`src/sv/pli_pkg.sv`:
```
// Shared constants and types for the piecewise linear interpolator.
// No dependencies; imported by every module of the block except pli_ram.
package pli_pkg;

  localparam int DATA_W     = 32;
  localparam int TBL_DEPTH  = 32;
  localparam int TBL_AW     = $clog2(TBL_DEPTH);
  localparam int NUSE_W     = 6;
  localparam int CFG_AW     = 3;
  localparam int STEP_W     = $clog2(DATA_W);
  localparam int IN_FIELDS_W = DATA_W + TBL_AW + 2 * DATA_W;
  localparam int IN_TDATA_W = ((IN_FIELDS_W + 7) / 8) * 8;

  // Configuration register indexes
  localparam logic [CFG_AW-1:0] REG_IN_LO   = 3'd0;
  localparam logic [CFG_AW-1:0] REG_IN_HI   = 3'd1;
  localparam logic [CFG_AW-1:0] REG_OUT_LO  = 3'd2;
  localparam logic [CFG_AW-1:0] REG_OUT_HI  = 3'd3;
  localparam logic [CFG_AW-1:0] REG_ENTRIES = 3'd4;

  // Request kinds carried in tuser
  localparam logic MODE_EVAL = 1'b0;
  localparam logic MODE_LOAD = 1'b1;

  localparam logic [DATA_W-1:0] SAT_MAX = {1'b0, {(DATA_W-1){1'b1}}};
  localparam logic [DATA_W-1:0] SAT_MIN = {1'b1, {(DATA_W-1){1'b0}}};

  // Status from the multiply/divide unit back to the sequencer
  typedef struct packed {
    logic              done;
    logic              ovf;
    logic [DATA_W-1:0] quot;
  } mdu_rsp_t;

endpackage

```
`src/sv/pli_ram.sv`:
```
// Generic single-write, single-read RAM with registered read data.
// No dependencies.
module pli_ram #(
  parameter int WIDTH = 64,
  parameter int DEPTH = 32
) (
  input  logic                     clk,
  input  logic                     we,
  input  logic [$clog2(DEPTH)-1:0] waddr,
  input  logic [WIDTH-1:0]         wdata,
  input  logic [$clog2(DEPTH)-1:0] raddr,
  output logic [WIDTH-1:0]         rdata
);

  logic [WIDTH-1:0] mem [DEPTH];

  always_ff @(posedge clk) begin
    if (we) begin
      mem[waddr] <= wdata;
    end
    rdata <= mem[raddr];
  end

endmodule

```
`src/sv/pli_mdu.sv`:
```
// Iterative unsigned multiply then divide: quot = (a * b) / d, flags quotient overflow.
// One shared 33-bit add/subtract unit does every step. Depends on pli_pkg.
module pli_mdu (
  input  logic                   clk,
  input  logic                   rst_n,
  input  logic                   start,
  input  logic [pli_pkg::DATA_W-1:0] op_a,
  input  logic [pli_pkg::DATA_W-1:0] op_b,
  input  logic [pli_pkg::DATA_W-1:0] op_d,
  output pli_pkg::mdu_rsp_t      rsp
);
  import pli_pkg::*;

  localparam logic [1:0] M_IDLE = 2'd0;
  localparam logic [1:0] M_MUL  = 2'd1;
  localparam logic [1:0] M_CHK  = 2'd2;
  localparam logic [1:0] M_DIV  = 2'd3;

  logic [1:0]        state_r, state_nxt;
  logic [STEP_W-1:0] cnt_r, cnt_nxt;
  logic [DATA_W-1:0] hi_r, hi_nxt;
  logic [DATA_W-1:0] lo_r, lo_nxt;
  logic [DATA_W-1:0] mag_r, mag_nxt;
  logic [DATA_W-1:0] w_r, w_nxt;
  logic              ovf_r, ovf_nxt;
  logic              done_r, done_nxt;

  // shared adder
  logic [DATA_W:0]   alu_a, alu_b;
  logic              alu_sub;
  logic [DATA_W+1:0] alu_s;

  assign alu_s = {1'b0, alu_a} + ({1'b0, alu_b} ^ {(DATA_W+2){alu_sub}})
               + (DATA_W+2)'(alu_sub);

  always_comb begin
    alu_a   = {1'b0, hi_r};
    alu_b   = {1'b0, w_r};
    alu_sub = 1'b1;
    unique case (state_r)
      M_MUL: begin
        alu_b   = lo_r[0] ? {1'b0, mag_r} : '0;
        alu_sub = 1'b0;
      end
      M_DIV: alu_a = {hi_r, lo_r[DATA_W-1]};
      default: ;
    endcase
  end

  always_comb begin
    state_nxt = state_r;
    cnt_nxt   = cnt_r;
    hi_nxt    = hi_r;
    lo_nxt    = lo_r;
    mag_nxt   = mag_r;
    w_nxt     = w_r;
    ovf_nxt   = ovf_r;
    done_nxt  = 1'b0;
    unique case (state_r)
      M_IDLE: begin
        if (start) begin
          hi_nxt    = '0;
          lo_nxt    = op_a;
          mag_nxt   = op_b;
          w_nxt     = op_d;
          ovf_nxt   = 1'b0;
          cnt_nxt   = STEP_W'(DATA_W - 1);
          state_nxt = M_MUL;
        end
      end
      M_MUL: begin
        hi_nxt  = alu_s[DATA_W:1];
        lo_nxt  = {alu_s[0], lo_r[DATA_W-1:1]};
        cnt_nxt = cnt_r - 1'b1;
        if (cnt_r == '0) begin
          state_nxt = M_CHK;
        end
      end
      M_CHK: begin
        // high half at or above divisor: quotient does not fit
        if (!alu_s[DATA_W+1]) begin
          ovf_nxt   = 1'b1;
          done_nxt  = 1'b1;
          state_nxt = M_IDLE;
        end else begin
          cnt_nxt   = STEP_W'(DATA_W - 1);
          state_nxt = M_DIV;
        end
      end
      M_DIV: begin
        if (!alu_s[DATA_W+1]) begin
          hi_nxt = alu_s[DATA_W-1:0];
        end else begin
          hi_nxt = alu_a[DATA_W-1:0];
        end
        lo_nxt  = {lo_r[DATA_W-2:0], ~alu_s[DATA_W+1]};
        cnt_nxt = cnt_r - 1'b1;
        if (cnt_r == '0) begin
          done_nxt  = 1'b1;
          state_nxt = M_IDLE;
        end
      end
      default: state_nxt = M_IDLE;
    endcase
  end

  always_ff @(posedge clk) begin
    if (!rst_n) begin
      state_r <= M_IDLE;
      done_r  <= 1'b0;
    end else begin
      state_r <= state_nxt;
      done_r  <= done_nxt;
    end
    cnt_r <= cnt_nxt;
    hi_r  <= hi_nxt;
    lo_r  <= lo_nxt;
    mag_r <= mag_nxt;
    w_r   <= w_nxt;
    ovf_r <= ovf_nxt;
  end

  assign rsp.done = done_r;
  assign rsp.ovf  = ovf_r;
  assign rsp.quot = lo_r;

`ifndef SYNTH
  a_start_idle: assert property (@(posedge clk) disable iff (!rst_n)
    start |-> state_r == M_IDLE)
    else $error("mdu started while busy");

  a_rem_bound: assert property (@(posedge clk) disable iff (!rst_n)
    state_r == M_DIV |-> hi_r < w_r)
    else $error("division remainder not below divisor");

  a_done_idle: assert property (@(posedge clk) disable iff (!rst_n)
    done_r |-> state_r == M_IDLE)
    else $error("done raised while unit still busy");
`endif

endmodule

```
`src/sv/piecewise_linear_interpolator_unit.sv`:
```
// Piecewise linear interpolator with clamping, signed Q16.16.
// Depends on pli_pkg, pli_ram (breakpoint table) and pli_mdu (multiply/divide).
//
//   port group | dir | payload
//   in_*       | in  | tdata: sample, entry_index, entry_input, entry_output; tuser mode; tlast
//   out_*      | out | tdata: interpolated; tlast: last_result
//   cfg_*      | in  | write enable, register index, 32-bit data
//
// A load request writes the table when accepted; a clamped sample goes through S_DONE
// to the output register. An in-range sample runs a serial scan of n = clamped
// entries_in_use table entries (one RAM read per cycle), then 32 shift-add and 32
// restoring-divide steps on one adder. in_tready is low while a sample is in work; a
// result waits in the output register without blocking the next request. Reset (rst_n
// low, synchronous) resets control and config registers; the table keeps its contents.
module piecewise_linear_interpolator_unit (
  input  logic                             clk,
  input  logic                             rst_n,
  input  logic                             in_tvalid,
  output logic                             in_tready,
  // sample[31:0], entry_index[36:32], entry_input[68:37], entry_output[100:69], zero pad
  input  logic [pli_pkg::IN_TDATA_W-1:0]   in_tdata,
  // mode: 0 evaluate, 1 load
  input  logic                             in_tuser,
  input  logic                             in_tlast,
  output logic                             out_tvalid,
  input  logic                             out_tready,
  // interpolated[31:0]
  output logic [pli_pkg::DATA_W-1:0]       out_tdata,
  output logic                             out_tlast,
  input  logic                             cfg_we,
  input  logic [pli_pkg::CFG_AW-1:0]       cfg_addr,
  input  logic [pli_pkg::DATA_W-1:0]       cfg_wdata
);
  import pli_pkg::*;

  localparam logic [2:0] S_IDLE = 3'd0;
  localparam logic [2:0] S_SCAN = 3'd1;
  localparam logic [2:0] S_CALC = 3'd2;
  localparam logic [2:0] S_DONE = 3'd3;

  localparam logic [NUSE_W-1:0] N_MIN = NUSE_W'(2);
  localparam logic [NUSE_W-1:0] N_MAX = NUSE_W'(TBL_DEPTH);

  // configuration registers
  logic [DATA_W-1:0] in_lo_r, in_hi_r, out_lo_r, out_hi_r;
  logic [NUSE_W-1:0] nuse_r;

  logic [2:0]        state_r, state_nxt;
  logic [DATA_W-1:0] x_r, x_nxt;
  logic              last_r, last_nxt;
  logic [NUSE_W-1:0] rd_idx_r, rd_idx_nxt;
  logic              dv_r, dv_nxt;
  logic [TBL_AW-1:0] didx_r, didx_nxt;
  logic [DATA_W-1:0] px_r, px_nxt, py_r, py_nxt;
  logic              hit_r, hit_nxt, eq_r, eq_nxt;
  logic [DATA_W-1:0] eqy_r, eqy_nxt;
  logic [DATA_W-1:0] y0_r, y0_nxt, dx_r, dx_nxt, w_r, w_nxt, mag_r, mag_nxt;
  logic              neg_r, neg_nxt;
  logic [DATA_W-1:0] res_r, res_nxt;
  logic              out_tvalid_r, out_tvalid_nxt;
  logic [DATA_W-1:0] out_tdata_r, out_tdata_nxt;
  logic              out_tlast_r, out_tlast_nxt;

  logic [NUSE_W-1:0]   n_eff;
  logic                in_acc;
  logic [DATA_W-1:0]   in_sample, in_ex, in_ey;
  logic [TBL_AW-1:0]   in_eidx;
  logic [2*DATA_W-1:0] rdata;
  logic [DATA_W-1:0]   xk, yk;
  logic [DATA_W:0]     dy_up, dy_dn;
  logic                scan_done, mdu_start;
  logic [DATA_W+1:0]   fin_s;
  mdu_rsp_t            mdu_rsp;

  assign in_sample = in_tdata[DATA_W-1:0];
  assign in_eidx   = in_tdata[DATA_W+TBL_AW-1:DATA_W];
  assign in_ex     = in_tdata[2*DATA_W+TBL_AW-1:DATA_W+TBL_AW];
  assign in_ey     = in_tdata[3*DATA_W+TBL_AW-1:2*DATA_W+TBL_AW];

  assign in_tready = (state_r == S_IDLE);
  assign in_acc    = in_tvalid && in_tready;

  assign n_eff = (nuse_r < N_MIN) ? N_MIN : ((nuse_r > N_MAX) ? N_MAX : nuse_r);

  pli_ram #(
    .WIDTH (2 * DATA_W),
    .DEPTH (TBL_DEPTH)
  ) u_tbl (
    .clk   (clk),
    .we    (in_acc && (in_tuser == MODE_LOAD)),
    .waddr (in_eidx),
    .wdata ({in_ey, in_ex}),
    .raddr (rd_idx_r[TBL_AW-1:0]),
    .rdata (rdata)
  );

  assign xk = rdata[DATA_W-1:0];
  assign yk = rdata[2*DATA_W-1:DATA_W];
  assign dy_up = {yk[DATA_W-1], yk} - {py_r[DATA_W-1], py_r};
  assign dy_dn = {py_r[DATA_W-1], py_r} - {yk[DATA_W-1], yk};

  assign scan_done = (state_r == S_SCAN) && (rd_idx_r == n_eff) && !dv_r;
  assign mdu_start = scan_done && hit_r;

  pli_mdu u_mdu (
    .clk   (clk),
    .rst_n (rst_n),
    .start (mdu_start),
    .op_a  (dx_r),
    .op_b  (mag_r),
    .op_d  (w_r),
    .rsp   (mdu_rsp)
  );

  assign fin_s = neg_r ? ({{2{y0_r[DATA_W-1]}}, y0_r} - {2'b00, mdu_rsp.quot})
                       : ({{2{y0_r[DATA_W-1]}}, y0_r} + {2'b00, mdu_rsp.quot});

  always_comb begin
    state_nxt      = state_r;
    x_nxt          = x_r;
    last_nxt       = last_r;
    rd_idx_nxt     = rd_idx_r;
    dv_nxt         = 1'b0;
    didx_nxt       = didx_r;
    px_nxt         = px_r;
    py_nxt         = py_r;
    hit_nxt        = hit_r;
    eq_nxt         = eq_r;
    eqy_nxt        = eqy_r;
    y0_nxt         = y0_r;
    dx_nxt         = dx_r;
    w_nxt          = w_r;
    mag_nxt        = mag_r;
    neg_nxt        = neg_r;
    res_nxt        = res_r;
    out_tvalid_nxt = out_tvalid_r && !out_tready;
    out_tdata_nxt  = out_tdata_r;
    out_tlast_nxt  = out_tlast_r;
    unique case (state_r)
      S_IDLE: begin
        if (in_acc && (in_tuser == MODE_EVAL)) begin
          x_nxt    = in_sample;
          last_nxt = in_tlast;
          if ($signed(in_sample) < $signed(in_lo_r)) begin
            res_nxt   = out_lo_r;
            state_nxt = S_DONE;
          end else if ($signed(in_sample) > $signed(in_hi_r)) begin
            res_nxt   = out_hi_r;
            state_nxt = S_DONE;
          end else begin
            rd_idx_nxt = '0;
            hit_nxt    = 1'b0;
            eq_nxt     = 1'b0;
            state_nxt  = S_SCAN;
          end
        end
      end
      S_SCAN: begin
        if (rd_idx_r < n_eff) begin
          dv_nxt     = 1'b1;
          didx_nxt   = rd_idx_r[TBL_AW-1:0];
          rd_idx_nxt = rd_idx_r + 1'b1;
        end
        if (dv_r) begin
          px_nxt = xk;
          py_nxt = yk;
          if (didx_r == '0) begin
            if (x_r == xk) begin
              eq_nxt  = 1'b1;
              eqy_nxt = yk;
            end
          end else if (($signed(px_r) < $signed(x_r)) && ($signed(x_r) <= $signed(xk))) begin
            // later segments override earlier ones
            hit_nxt = 1'b1;
            y0_nxt  = py_r;
            dx_nxt  = x_r - px_r;
            w_nxt   = xk - px_r;
            neg_nxt = dy_up[DATA_W];
            mag_nxt = dy_up[DATA_W] ? dy_dn[DATA_W-1:0] : dy_up[DATA_W-1:0];
          end
        end
        if (scan_done) begin
          if (hit_r) begin
            state_nxt = S_CALC;
          end else begin
            res_nxt   = eq_r ? eqy_r : '0;
            state_nxt = S_DONE;
          end
        end
      end
      S_CALC: begin
        if (mdu_rsp.done) begin
          if (mdu_rsp.ovf) begin
            res_nxt = neg_r ? SAT_MIN : SAT_MAX;
          end else if (fin_s[DATA_W+1:DATA_W-1] == 3'b000
                    || fin_s[DATA_W+1:DATA_W-1] == 3'b111) begin
            res_nxt = fin_s[DATA_W-1:0];
          end else begin
            res_nxt = fin_s[DATA_W+1] ? SAT_MIN : SAT_MAX;
          end
          state_nxt = S_DONE;
        end
      end
      S_DONE: begin
        if (!out_tvalid_r || out_tready) begin
          out_tvalid_nxt = 1'b1;
          out_tdata_nxt  = res_r;
          out_tlast_nxt  = last_r;
          state_nxt      = S_IDLE;
        end
      end
      default: state_nxt = S_IDLE;
    endcase
  end

  always_ff @(posedge clk) begin
    if (!rst_n) begin
      state_r      <= S_IDLE;
      out_tvalid_r <= 1'b0;
      dv_r         <= 1'b0;
      in_lo_r      <= '0;
      in_hi_r      <= DATA_W'(65536);
      out_lo_r     <= '0;
      out_hi_r     <= DATA_W'(65536);
      nuse_r       <= N_MIN;
    end else begin
      state_r      <= state_nxt;
      out_tvalid_r <= out_tvalid_nxt;
      dv_r         <= dv_nxt;
      if (cfg_we) begin
        unique case (cfg_addr)
          REG_IN_LO:   in_lo_r  <= cfg_wdata;
          REG_IN_HI:   in_hi_r  <= cfg_wdata;
          REG_OUT_LO:  out_lo_r <= cfg_wdata;
          REG_OUT_HI:  out_hi_r <= cfg_wdata;
          REG_ENTRIES: nuse_r   <= cfg_wdata[NUSE_W-1:0];
          default: ;
        endcase
      end
    end
    x_r         <= x_nxt;
    last_r      <= last_nxt;
    rd_idx_r    <= rd_idx_nxt;
    didx_r      <= didx_nxt;
    px_r        <= px_nxt;
    py_r        <= py_nxt;
    hit_r       <= hit_nxt;
    eq_r        <= eq_nxt;
    eqy_r       <= eqy_nxt;
    y0_r        <= y0_nxt;
    dx_r        <= dx_nxt;
    w_r         <= w_nxt;
    mag_r       <= mag_nxt;
    neg_r       <= neg_nxt;
    res_r       <= res_nxt;
    out_tdata_r <= out_tdata_nxt;
    out_tlast_r <= out_tlast_nxt;
  end

  assign out_tvalid = out_tvalid_r;
  assign out_tdata  = out_tdata_r;
  assign out_tlast  = out_tlast_r;

`ifndef SYNTH
  a_eval_busy: assert property (@(posedge clk) disable iff (!rst_n)
    in_acc && (in_tuser == MODE_EVAL) |=> state_r != S_IDLE)
    else $error("evaluate request did not start work");

  a_done_in_calc: assert property (@(posedge clk) disable iff (!rst_n)
    mdu_rsp.done |-> state_r == S_CALC)
    else $error("mdu result arrived outside calc state");

  a_result_out: assert property (@(posedge clk) disable iff (!rst_n)
    state_r == S_DONE && !out_tvalid_r |=> out_tvalid_r && state_r == S_IDLE)
    else $error("finished result not moved to output register");
`endif

endmodule

```
`config.mk`:
```
export PLATFORM = sky130hd
export DESIGN_NAME = piecewise_linear_interpolator_unit
export DESIGN_NICKNAME = d
export VERILOG_FILES = /design/src/sv/pli_pkg.sv /design/src/sv/pli_ram.sv /design/src/sv/pli_mdu.sv /design/src/sv/piecewise_linear_interpolator_unit.sv
export SDC_FILE = /design/constraint.sdc
export NUM_CORES = 2
export LEC_CHECK = 0
export BUFFER_PORTS_ARGS = -buffer_cell sky130_fd_sc_hd__buf_2
export CAP_MARGIN = 30
export CORE_ASPECT_RATIO = 1.4
export CORE_MARGIN = 2
export CORE_UTILIZATION = 31
export CTS_CLUSTER_SIZE = 24
export DETAILED_ROUTE_END_ITERATION = 12
export PLACE_DENSITY_LB_ADDON = 0.05
export SLEW_MARGIN = 30
export SYNTH_ARGS = -nofsm -noshare
export SYNTH_HDL_FRONTEND = slang
export SYNTH_SLANG_ARGS = --single-unit
```
`constraint.sdc`:
```
create_clock -name clk -period 7.9 [get_ports clk]
set_clock_uncertainty 0.15 [all_clocks]
set_input_delay 0.79 -clock clk [delete_from_list [all_inputs] [get_ports clk]]
set_output_delay 0.79 -clock clk [all_outputs]
set_load 0.03 [all_outputs]
```
==> metrics.md <==
| Metric | Value |
|---|---|
| Worst path top cell family by delay | `simple AND/OR/NAND/NOR gates` |
| Worst path cell trace | `or4_4 -> nor3_4 -> nand2_1 -> nor2_1 -> and2_0 -> and3_1 -> a21oi_1 -> xnor2_1 -> ha_1 -> a21o_1 -> a21o_1 -> a21oi_1 -> o21ai_0 -> a221o_1 -> a21o_1 -> nor3_1 -> a2bb2oi_4 -> nor2_1 -> a311oi_1` |
| Register-to-register setup slack | `about 1.8 ns` |
| Max stage delay on crit path | `between 0.6 and 0.7 ns` |
| Area grow syn2layout | `15.1%` |
| Vias in the first global route | `between 60000 and 70000` |
| P_int | `25.7 mW` |
| Synth Area in Simple Gates | `about 4.0%` |
| Sw Ratio | `25.8%` |
| Mean Syn Cell Area | `between 15 and 20 um2` |
| Final net count | `7566` |
| Register share of total power | `47.9%` |
| Seq/Total Area, Yosys | `approximately 69%` |
| Critical path class | `reg -> reg` |
| Synth warnings | `0` |
| Main combinational cell family by area after synthesis | `multiplexers` |
| Post-DRT Antenna Nets | `0` |
| Post-DP HPWL | `roughly 230000 um` |
| Core Rows | `about 270` |
| CP Capture Point | `res_r[30]` |
| Crit-path slowest cell | `a2bb2oi_4` |
| Total CTS buffers | `about 300` |
| Slew HR | `approximately a quarter` |
| First-pass GRT wire length | `a little over 500000 um` |
| Pre-Repair DR Iteration Count | `5` |
| Worst skew pair latency | `between 0.8 and 0.9 ns` |
| Yosys reg bits | `roughly 2700` |
| Vias per cell | `5.05` |
| Synthesized area | `0.115 mm2` |
| CP startpoint kind | `flop` |
| GRT Overall Usage | `19.4%` |
| Max-Cap Viols | `0` |
| DR vias | `slightly above 60000` |
| Post_cts resized | `0` |
| Setup slack after layout | `1.80 ns` |
| Htree depth | `5` |
| Starting Density | `31.1%` |
| Worst Setup End Kind | `flop` |
| Largest net degree at the start of global routing | `roughly 110` |
| CTS tree | `done` |
| Final Hold Vio Count | `0` |
| Gr ovfl total | `0` |
| Post-synth ARST share | `0%` |
| R2R cell count | `19` |
| WL/cell | `30.3 um` |
| RSZ-0062 raised after global routing | `no` |
| XOR/XNOR Fraction of Synth Area | `1.29%` |
| Setup TNS | `0 ns` |
| CTS max path bufs | `4` |
| Die width | `between 500 and 600 um` |
| Maximum clock frequency | `~0.16 GHz` |
| Top post-synthesis cells by count | `2518 x edfxtp_1, 640 x mux4_2, 416 x a21oi_1, 415 x nand2_1, 332 x ha_1` |
| CTS root buf | `clkbuf_16` |
| Worst slack after detailed placement | `1.84 ns` |
| Fin crit share | `between 70 and 80%` |
| Final WL | `about 370000 um` |
| Maximum vdd drop | `around 220 uV` |
| DRC | `0` |
| Worst Path Buf+Inv | `0` |
| Most Frequent Cell on Critical Path | `a21o_1` |
| Leak pwr | `44.0 nW` |
| Synth Flop Type | `edfxtp_1` |
| Max reg flops | `around 2000` |
| IO buf count | `between 150 and 200` |
| Worst R2R Start | `u_mdu.lo_r[3]` |
| Required @ worst endpoint | `8.44 ns` |
| Minimum clock period | `6.10 ns` |
| Post-Synthesis Cells | `6712` |
| Post-synth EDFFs | `between 2000 and 3000` |
| Fill count | `approximately 35000` |
| Max-slew violations | `0` |
| Ports | `181` |
| Final hold slack | `a little under 0.1 ns` |
| Clock power share | `approximately two fifths` |
| Layout cells sized above 1 | `a little over a fifth` |
| Syn Nets | `between 7000 and 8000` |
| CP Depth | `19` |
| Most numerous cell in the Yosys netlist | `edfxtp_1` |
| Largest registers | `u_tbl.mem: 2048 flops, u_tbl.rdata: 64 flops` |
| Die Y | `a little over 700 um` |
| Clock sinks | `about 2700` |
| Area contributors post-synth | `edfxtp_1 66%, mux4_2 12%, ha_1 3.6%` |
| Post-synthesis mux area share | `approximately 14%` |
| Top cell type's share of synthesized area | `roughly 66%` |
| First-iteration detailed-routing DRC count | `4526` |
| PwrDens | `260 mW/mm2` |
| Core ar. | `0.371 mm2` |
| Arr. time, crit path | `roughly 6.6 ns` |
| Number of cells after detailed placement | `~12000` |
| Worst Setup SP | `u_mdu.lo_r[3]` |
| DIE AREA | `about 0.38 mm2` |
| Clock transition at path regs | `0.06 ns` |
| Compound-cell area share of the yosys netlist | `5.75%` |
| Synth cell types | `92` |
| Initial antenna violation count | `approximately 50` |
| Combinational share of power | `between 10% and 20%` |
| Outcome | `complete, no violations` |
| Psw | `approximately 8.9 mW` |
| CP Max Fanout | `27` |
| Top reg by flops | `u_tbl.mem` |
| Synth Area in Adders | `under 10%` |
| Final Setup Violations | `0` |
| Worst-Margin Slew | `1.12 ns` |
| Biggest area consumer among synthesized cells | `edfxtp_1` |
| Crit Reg-Reg Endpoint | `res_r[30]` |
| Cell Count, Final, Fillers Out | `12300` |
| Worst min path class | `in -> reg` |
| GP Congestion | `roughly 0.84` |
[tightest hold or removal path, cell delays in order]
cell	delay, ns
buf_2	0.16
nand2_1	0.07
a21oi_1	0.05
[cells by family (layout without fill, tap and decap cells)]
kind of cell / count (synthesis) / count (layout)
AOI/OAI and AO/OA: 1053 / 1053
xor gates and xnor gates: 168 / 168
adders and majority gates: 338 / 338
buffers and inverters: 608 / 1208
DFF: 2723 / 2723
muxes: 817 / 817
other: 0 / 21
and+or+nand+nor: 1005 / 1005
[through the flow]
stage                     total power [mW]  area (um2)  util, %
after floorplan                       19.8      115000        -
after global placement                21.6      123000     33.1
after detailed placement              21.6      123000     33.2
after CTS                             35.2      133000     35.7
after global routing                  36.0      133000     35.8
final                                 34.6      133000     35.8
[power groups by stage]
stage / registers (mW) / logic [mW] / clock network, mW
after floorplan: 16.7 / 3.02 / 0
after global placement: 16.9 / 4.69 / 0
after detailed placement: 16.9 / 4.69 / 0
after CTS: 16.6 / 4.74 / 13.9
after global routing: 16.6 / 5.07 / 14.3
final: 16.6 / 4.63 / 13.4
[per-layer routing]
| layer | global-route usage, % | wire [um] | vias to the layer above |
|---|---|---|---|
| met1 | 22.4 | 143000 | 33000 |
| met5 | 0 | 101 | - |
| met4 | 6.79 | 13800 | 16 |
| li1 | - | - | 27300 |
| met3 | 2.55 | 12600 | 454 |
| met2 | 36.4 | 202000 | 1186 |
[worst min-delay path by stage]
stage             startpoint             end  slack, ns  depth (start not counted)
3_3_place_gp         w_r[19]   u_mdu.w_r[19]       0.25                          0
2_1_floorplan       res_r[0]    out_tdata[0]       0.25                          0
4_1_cts        cfg_wdata[28]    out_lo_r[28]       0.01                          3
5_1_grt         cfg_wdata[9]     out_lo_r[9]       0.06                          3
3_5_place_dp        mag_r[3]  u_mdu.mag_r[3]       0.26                          0
6_report        cfg_wdata[7]     out_hi_r[7]        0.1                          3
[final cells by class]
type	instances	area, um2	share of cell area (%)
Multi-Input combinational cell	3381	33700	25.4
Clock inverter	144	967	0.728
Inverter	309	1160	0.875
Antenna cell	21	52.6	0.0396
Sequential cell	2723	79700	60.0
Clock buffer	389	8100	6.10
Tap cell	4939	6180	4.65
Timing Repair Buffer	366	2970	2.23
[cells in the final DEF (no fill, tap or decap), types with 73 or more instances in the layout]
master	instances
inv_1	304
a21o_1	152
mux2_2	98
edfxtp_1	2518
clkbuf_16	309
dfxtp_1	203
ha_1	332
clkbuf_1	73
nor2_1	197
o21ai_0	148
xnor2_1	122
a21oi_1	414
mux4_2	640
buf_4	113
mux2i_1	79
buf_2	177
nand2_1	415
[what timing repair did]
| item | in CTS | in global routing |
|---|---|---|
| hold buffers | 39 | 0 |
| hold endpoints to repair | 46 | 0 |
| setup buffers | 0 | 0 |
Note: power is estimated with default switching activity, not from simulation.
